## src/hdl/record_stack_with_search_defines.svh

```systemverilog
// Assertion macros shared by the record stack modules.
`ifndef RECORD_STACK_WITH_SEARCH_DEFINES_SVH
`define RECORD_STACK_WITH_SEARCH_DEFINES_SVH

// The consequent must hold in the same cycle as the antecedent.
`define RSW_ASSERT_SAME(label, clk, rst, ante, cons, msg) \
   label: assert property (@(posedge clk) disable iff (rst) (ante) |-> (cons)) \
      else $error(msg);

// The consequent must hold in the cycle after the antecedent.
`define RSW_ASSERT_NEXT(label, clk, rst, ante, cons, msg) \
   label: assert property (@(posedge clk) disable iff (rst) (ante) |=> (cons)) \
      else $error(msg);

`endif

```

## src/hdl/rsw_pkg.sv

```systemverilog
// Types, codes and helper functions shared by the record stack modules.
package rsw_pkg;

   localparam int STACK_DEPTH_DEF = 64;

   typedef enum logic [2:0] {
      ACT_PUSH  = 3'd0,
      ACT_POP   = 3'd1,
      ACT_PEEK  = 3'd2,
      ACT_COUNT = 3'd3,
      ACT_FIND  = 3'd4,
      ACT_CLEAR = 3'd5
   } action_type;

   typedef enum logic [1:0] {
      MODE_ID   = 2'd0,
      MODE_KIND = 2'd1,
      MODE_RES  = 2'd2
   } mode_type;

   typedef enum logic [1:0] {
      STS_OK    = 2'd0,
      STS_EMPTY = 2'd1,
      STS_FULL  = 2'd2
   } status_type;

   typedef enum logic [2:0] {
      S_IDLE,
      S_EXEC,
      S_PEEK,
      S_SCAN,
      S_DRAIN,
      S_DONE
   } state_type;

   // One stored record, 64 bits, identifier in the low bits.
   typedef struct packed {
      logic        sound_boost;
      logic [7:0]  loudness;
      logic [9:0]  rate;
      logic [2:0]  kind;
      logic [12:0] height;
      logic [12:0] width;
      logic [15:0] id;
   } rec_type;

   typedef struct packed {
      logic capture;
      logic execute;
      logic scan_read;
      logic peek_take;
      logic load_rsp;
   } ctl_cmd_type;

   typedef struct packed {
      logic empty;
      logic peek;
      logic search;
      logic scan_last;
   } dp_status_type;

   function automatic logic rec_match(rec_type entry, logic [1:0] mode, rec_type key);
      logic hit;
      hit = 1'b0;
      case (mode_type'(mode))
         MODE_ID:   hit = (entry.id == key.id);
         MODE_KIND: hit = (entry.kind == key.kind);
         MODE_RES:  hit = (entry.width == key.width) && (entry.height == key.height);
         default:   hit = 1'b0;
      endcase
      return hit;
   endfunction

endpackage

```

## src/hdl/rsw_ctrl.sv

```systemverilog
// Sequencing state machine for the record stack.
module rsw_ctrl (
   input  logic                  clock,
   input  logic                  reset,
   input  logic                  req_valid,
   output logic                  req_ready,
   output logic                  rsp_valid,
   input  logic                  rsp_ready,
   input  rsw_pkg::dp_status_type dp_status,
   output rsw_pkg::ctl_cmd_type   cmd
);
   import rsw_pkg::*;
   `include "record_stack_with_search_defines.svh"

   state_type state_ff, state_in;
   logic      rsp_valid_ff, rsp_valid_in;
   logic      rsp_free;

   assign rsp_free  = !rsp_valid_ff || rsp_ready;
   assign rsp_valid = rsp_valid_ff;

   always_comb begin
      state_in = state_ff;
      case (state_ff)
         S_IDLE: begin
            if (req_valid) state_in = S_EXEC;
         end
         S_EXEC: begin
            if (dp_status.empty)       state_in = S_DONE;
            else if (dp_status.peek)   state_in = S_PEEK;
            else if (dp_status.search) state_in = S_SCAN;
            else                       state_in = S_DONE;
         end
         S_PEEK: begin
            state_in = S_DONE;
         end
         S_SCAN: begin
            if (dp_status.scan_last) state_in = S_DRAIN;
         end
         S_DRAIN: begin
            state_in = S_DONE;
         end
         S_DONE: begin
            if (rsp_free) state_in = S_IDLE;
         end
         default: begin
            state_in = S_IDLE;
         end
      endcase
   end

   always_comb begin
      cmd       = '0;
      req_ready = 1'b0;
      case (state_ff)
         S_IDLE: begin
            req_ready   = 1'b1;
            cmd.capture = req_valid;
         end
         S_EXEC: begin
            cmd.execute = 1'b1;
         end
         S_PEEK: begin
            cmd.peek_take = 1'b1;
         end
         S_SCAN: begin
            cmd.scan_read = 1'b1;
         end
         S_DONE: begin
            cmd.load_rsp = rsp_free;
         end
         default: begin
            cmd = '0;
         end
      endcase
   end

   always_comb begin
      rsp_valid_in = rsp_valid_ff;
      if (cmd.load_rsp)   rsp_valid_in = 1'b1;
      else if (rsp_ready) rsp_valid_in = 1'b0;
   end

   always_ff @(posedge clock) begin
      if (reset) begin
         state_ff     <= S_IDLE;
         rsp_valid_ff <= 1'b0;
      end else begin
         state_ff     <= state_in;
         rsp_valid_ff <= rsp_valid_in;
      end
   end

   `RSW_ASSERT_NEXT(a_accept_exec, clock, reset, req_valid && req_ready,
      state_ff == S_EXEC, "accepted beat did not move to execute")
   `RSW_ASSERT_NEXT(a_load_valid, clock, reset, cmd.load_rsp,
      rsp_valid_ff, "loaded result not presented")
   `RSW_ASSERT_NEXT(a_done_hold, clock, reset,
      state_ff == S_DONE && rsp_valid_ff && !rsp_ready,
      state_ff == S_DONE, "result overwritten while output held")

endmodule

```

## config.mk

```make
export PLATFORM = sky130hd
export DESIGN_NAME = rsw_ctrl
export DESIGN_NICKNAME = d
export VERILOG_FILES = /design/src/hdl/rsw_pkg.sv /design/src/hdl/rsw_ctrl.sv
export VERILOG_INCLUDE_DIRS = /design/src /design/src/hdl
export SDC_FILE = /design/constraint.sdc
export NUM_CORES = 1
export LEC_CHECK = 0
export BUFFER_PORTS_ARGS = -buffer_cell sky130_fd_sc_hd__buf_2
export CELL_PAD_IN_SITES_DETAIL_PLACEMENT = 0
export CELL_PAD_IN_SITES_GLOBAL_PLACEMENT = 1
export CORE_AREA = 5 5 42 44
export CTS_BUF_LIST = sky130_fd_sc_hd__clkbuf_8
export DETAILED_ROUTE_END_ITERATION = 10
export DIE_AREA = 0 0 47 49
export GPL_ROUTABILITY_DRIVEN = 0
export GPL_TIMING_DRIVEN = 0
export PLACE_DENSITY = 0.6
export RECOVER_POWER = 50
export SLEW_MARGIN = 10
export SYNTH_ARGS = -nofsm -noshare
export SYNTH_HDL_FRONTEND = slang
export SYNTH_SLANG_ARGS = --single-unit
```

## constraint.sdc

```tcl
create_clock -name clock -period 1.4 [get_ports clock]
set_input_delay 0.07 -clock clock [delete_from_list [all_inputs] [get_ports clock]]
set_output_delay 0.07 -clock clock [all_outputs]
set_load 0.02 [all_outputs]
```

==> metrics.txt <==
outcome=finished, final reports clean; Yosys warnings=0; total die area=0.00230 mm²; Max Clk Rate=749 MHz; Post-Route WL=819 µm; CTS Hold Buffers Added=0; worst hold path class=input port to flop; Hold Vio Cnt, Final=0; CORE AREA=0.00140 mm²; Slew @ Worst Pin=288 ps; Slew HR=0.808; Port Buf Inserts=14; period utilization=0.954; layout cell share with drive strength beyond 1=0.464; FF-to-FF path depth=3; Crit. End Element=output pin; drt wl/cell=11.4 µm; DR DRC count=0; Max Cap Viol=0; Avg Cell Area, Syn=8.32 µm²; Initial Utilization=0.220; Syn-to-layout area delta=52.4%; Initial DRC Count=6; worst clock skew=0.510 ps; Critical Path AT=1270 ps; Die X=47 µm; antenna violations before repair=0; CTS Buf Count=3; first-pass GRT wire length=1.30 mm; biggest area consumer among synthesized cells=dfxtp_1; pwr dens=1250 mW/mm²; Required @ worst endpoint=1330 ps; WHS Endpoint=state_ff[2]; max-slew violations=0; Yosys top cell area share=0.260; Mapped Cells=37; post-synthesis cell type count=24; register area share after synthesis=0.260; GRT Util Overall=0.0795; ranking of synthesized cells by area=dfxtp_1 (26%), nor2b_1 (6.1%), a21oi_1 (4.9%), buf_4 (4.9%), nand3b_1 (4.9%); HPWL Detailed=614 µm; Worst R2R Setup Slack=150 ps; min cycle time layout=1340 ps; worst reg2reg path endpoint=state_ff[1]; row count=14; DRT Pass-1 Iters=2; vias per inst=4.79; clock sinks=4; die outline height=49 µm; Worst R2R Start=state_ff[1]; I/O pin count=15; Leak=0.220 nW; WHS Path Cells=2; Final Net Count=66; Critical Path Start Type=flop; syn_nets=45; flops & latches, synth=4; clk_lat worst skew=220 ps; Setup violations, final=0; TritonCTS clock tree=built; Max rail drop VDD=447 µV; vias in the first global route=314; mapped cell area=308 µm²; via count=345; clock slew at reported path FFs=30 ps; pin count of the biggest net entering global routing=11; H-tree depth=1; Fill cells=164; number of routed nets with antenna violations=0; CTS max path bufs=2; WS Path Type=flop to output pin; hold path start=reset; Root Buffer Master=clkbuf_8; number of diodes=0; grt total ovfl=0; final core utilization=0.335; Critical Path Fanout Max=10; worst hold slack=67.6 ps
per-stage QoR:
step	std cells	setup WS [ps]	TNS, ps	power (W)	instance area [µm²]
final	72	64.5	0	0.000587	469
after detailed placement	67	76.1	0	0.000322	398
after CTS	70	16.6	0	0.000582	453
after global placement	67	45.7	0	0.000324	398
after floorplan	37	5.81	0	0.000267	308
after global routing	72	-2.78	-2.78	0.000627	469
flip-flops by register name, indices dropped and copies added (netlist names):
name	cells
rsp_valid	1
state_ff	3
final cells by class:
class / count / area [µm²] / share of cell area
multi-input cells: 29 / 210 / 0.448
repair buffers: 16 / 83.8 / 0.179
flip-flops and latches: 4 / 82.6 / 0.176
clock buffers: 3 / 41.3 / 0.0880
plain buffers: 4 / 31.3 / 0.0667
well taps: 16 / 20.0 / 0.0427
per-layer routing:
| metal | global-route usage | share of wire | wire, µm |
|---|---|---|---|
| met3 | 0.0221 | 0.072 | 59 |
| met5 | 0 | 0 | 0 |
| met1 | 0.0941 | 0.46 | 376 |
| met2 | 0.111 | 0.43 | 351 |
| met4 | 0.0691 | 0.038 | 31 |
how the worst max path moves through the flow:
stage / endpoint / from / depth (start not counted) / slack [ps]
after floorplan: cmd[4] / state_ff[1] / 3 / 6
after global placement: cmd[0] / state_ff[0] / 5 / 50
after detailed placement: cmd[0] / state_ff[0] / 5 / 80
after CTS: cmd[0] / state_ff[0] / 5 / 20
after global routing: cmd[0] / state_ff[0] / 5 / -3
final: cmd[4] / state_ff[1] / 4 / 60
cell usage in the layout (no fill, tap or decap):
| cell | instances |
|---|---|
| and4b_1 | 1 |
| mux2_2 | 1 |
| a2111oi_1 | 1 |
| clkbuf_1 | 1 |
| buf_4 | 4 |
| mux2i_1 | 1 |
| or3_1 | 1 |
| and3b_1 | 1 |
| nor2b_4 | 1 |
| nor3_1 | 2 |
| a21o_1 | 1 |
| nor2_1 | 1 |
| and3_1 | 1 |
| nand3b_1 | 2 |
| and2_1 | 1 |
| clkbuf_8 | 3 |
| o21bai_1 | 2 |
| nor3b_1 | 2 |
| a21oi_1 | 3 |
| dfxtp_2 | 2 |
| dfxtp_1 | 2 |
| nor2b_1 | 2 |
| nand2b_1 | 1 |
| nor4_1 | 1 |
| buf_2 | 14 |
| buf_6 | 1 |
| nand2_1 | 1 |
| nor4b_1 | 1 |
| a311oi_1 | 1 |
repair_timing:
item                       CTS  global route
setup endpoints to repair    2             1
setup buffers                0             2
gates resized for setup      4             2
worst max-delay path, cell delays in order (launching register included):
cell and delay, ps:
dfxtp_1 330, buf_2 180, nor3_1 230, and2_1 150, buf_2 150
cell families after synthesis:
logic type,count (synthesis),synth area share
DFF,4,0.260
and+or+nand+nor,19,0.407
buffers and inverters,4,0.0813
muxes,2,0.0691
AOI/OAI and AO/OA,8,0.183
synth_stat cells, drive strengths merged:
| master | n |
|---|---|
| a2111oi | 1 |
| a21o | 1 |
| a21oi | 3 |
| a311oi | 1 |
| and2 | 1 |
| and3 | 1 |
| and3b | 1 |
| and4b | 1 |
| buf | 4 |
| dfxtp | 4 |
| mux2 | 1 |
| mux2i | 1 |
| nand2 | 1 |
| nand2b | 1 |
| nand3b | 2 |
| nor2 | 1 |
| nor2b | 3 |
| nor3 | 2 |
| nor3b | 2 |
| nor4 | 1 |
| nor4b | 1 |
| o21bai | 2 |
| or3 | 1 |
power breakdown:
part	internal [W]	total, W	switching, W	leakage [nW]
sequential	0.000130	0.000146	0.0000159	0.0334
combinational	0.0000982	0.000199	0.000101	0.165
clock	0.000183	0.000241	0.0000583	0.0216
No activity file was read; power rests on OpenSTA's default activity.
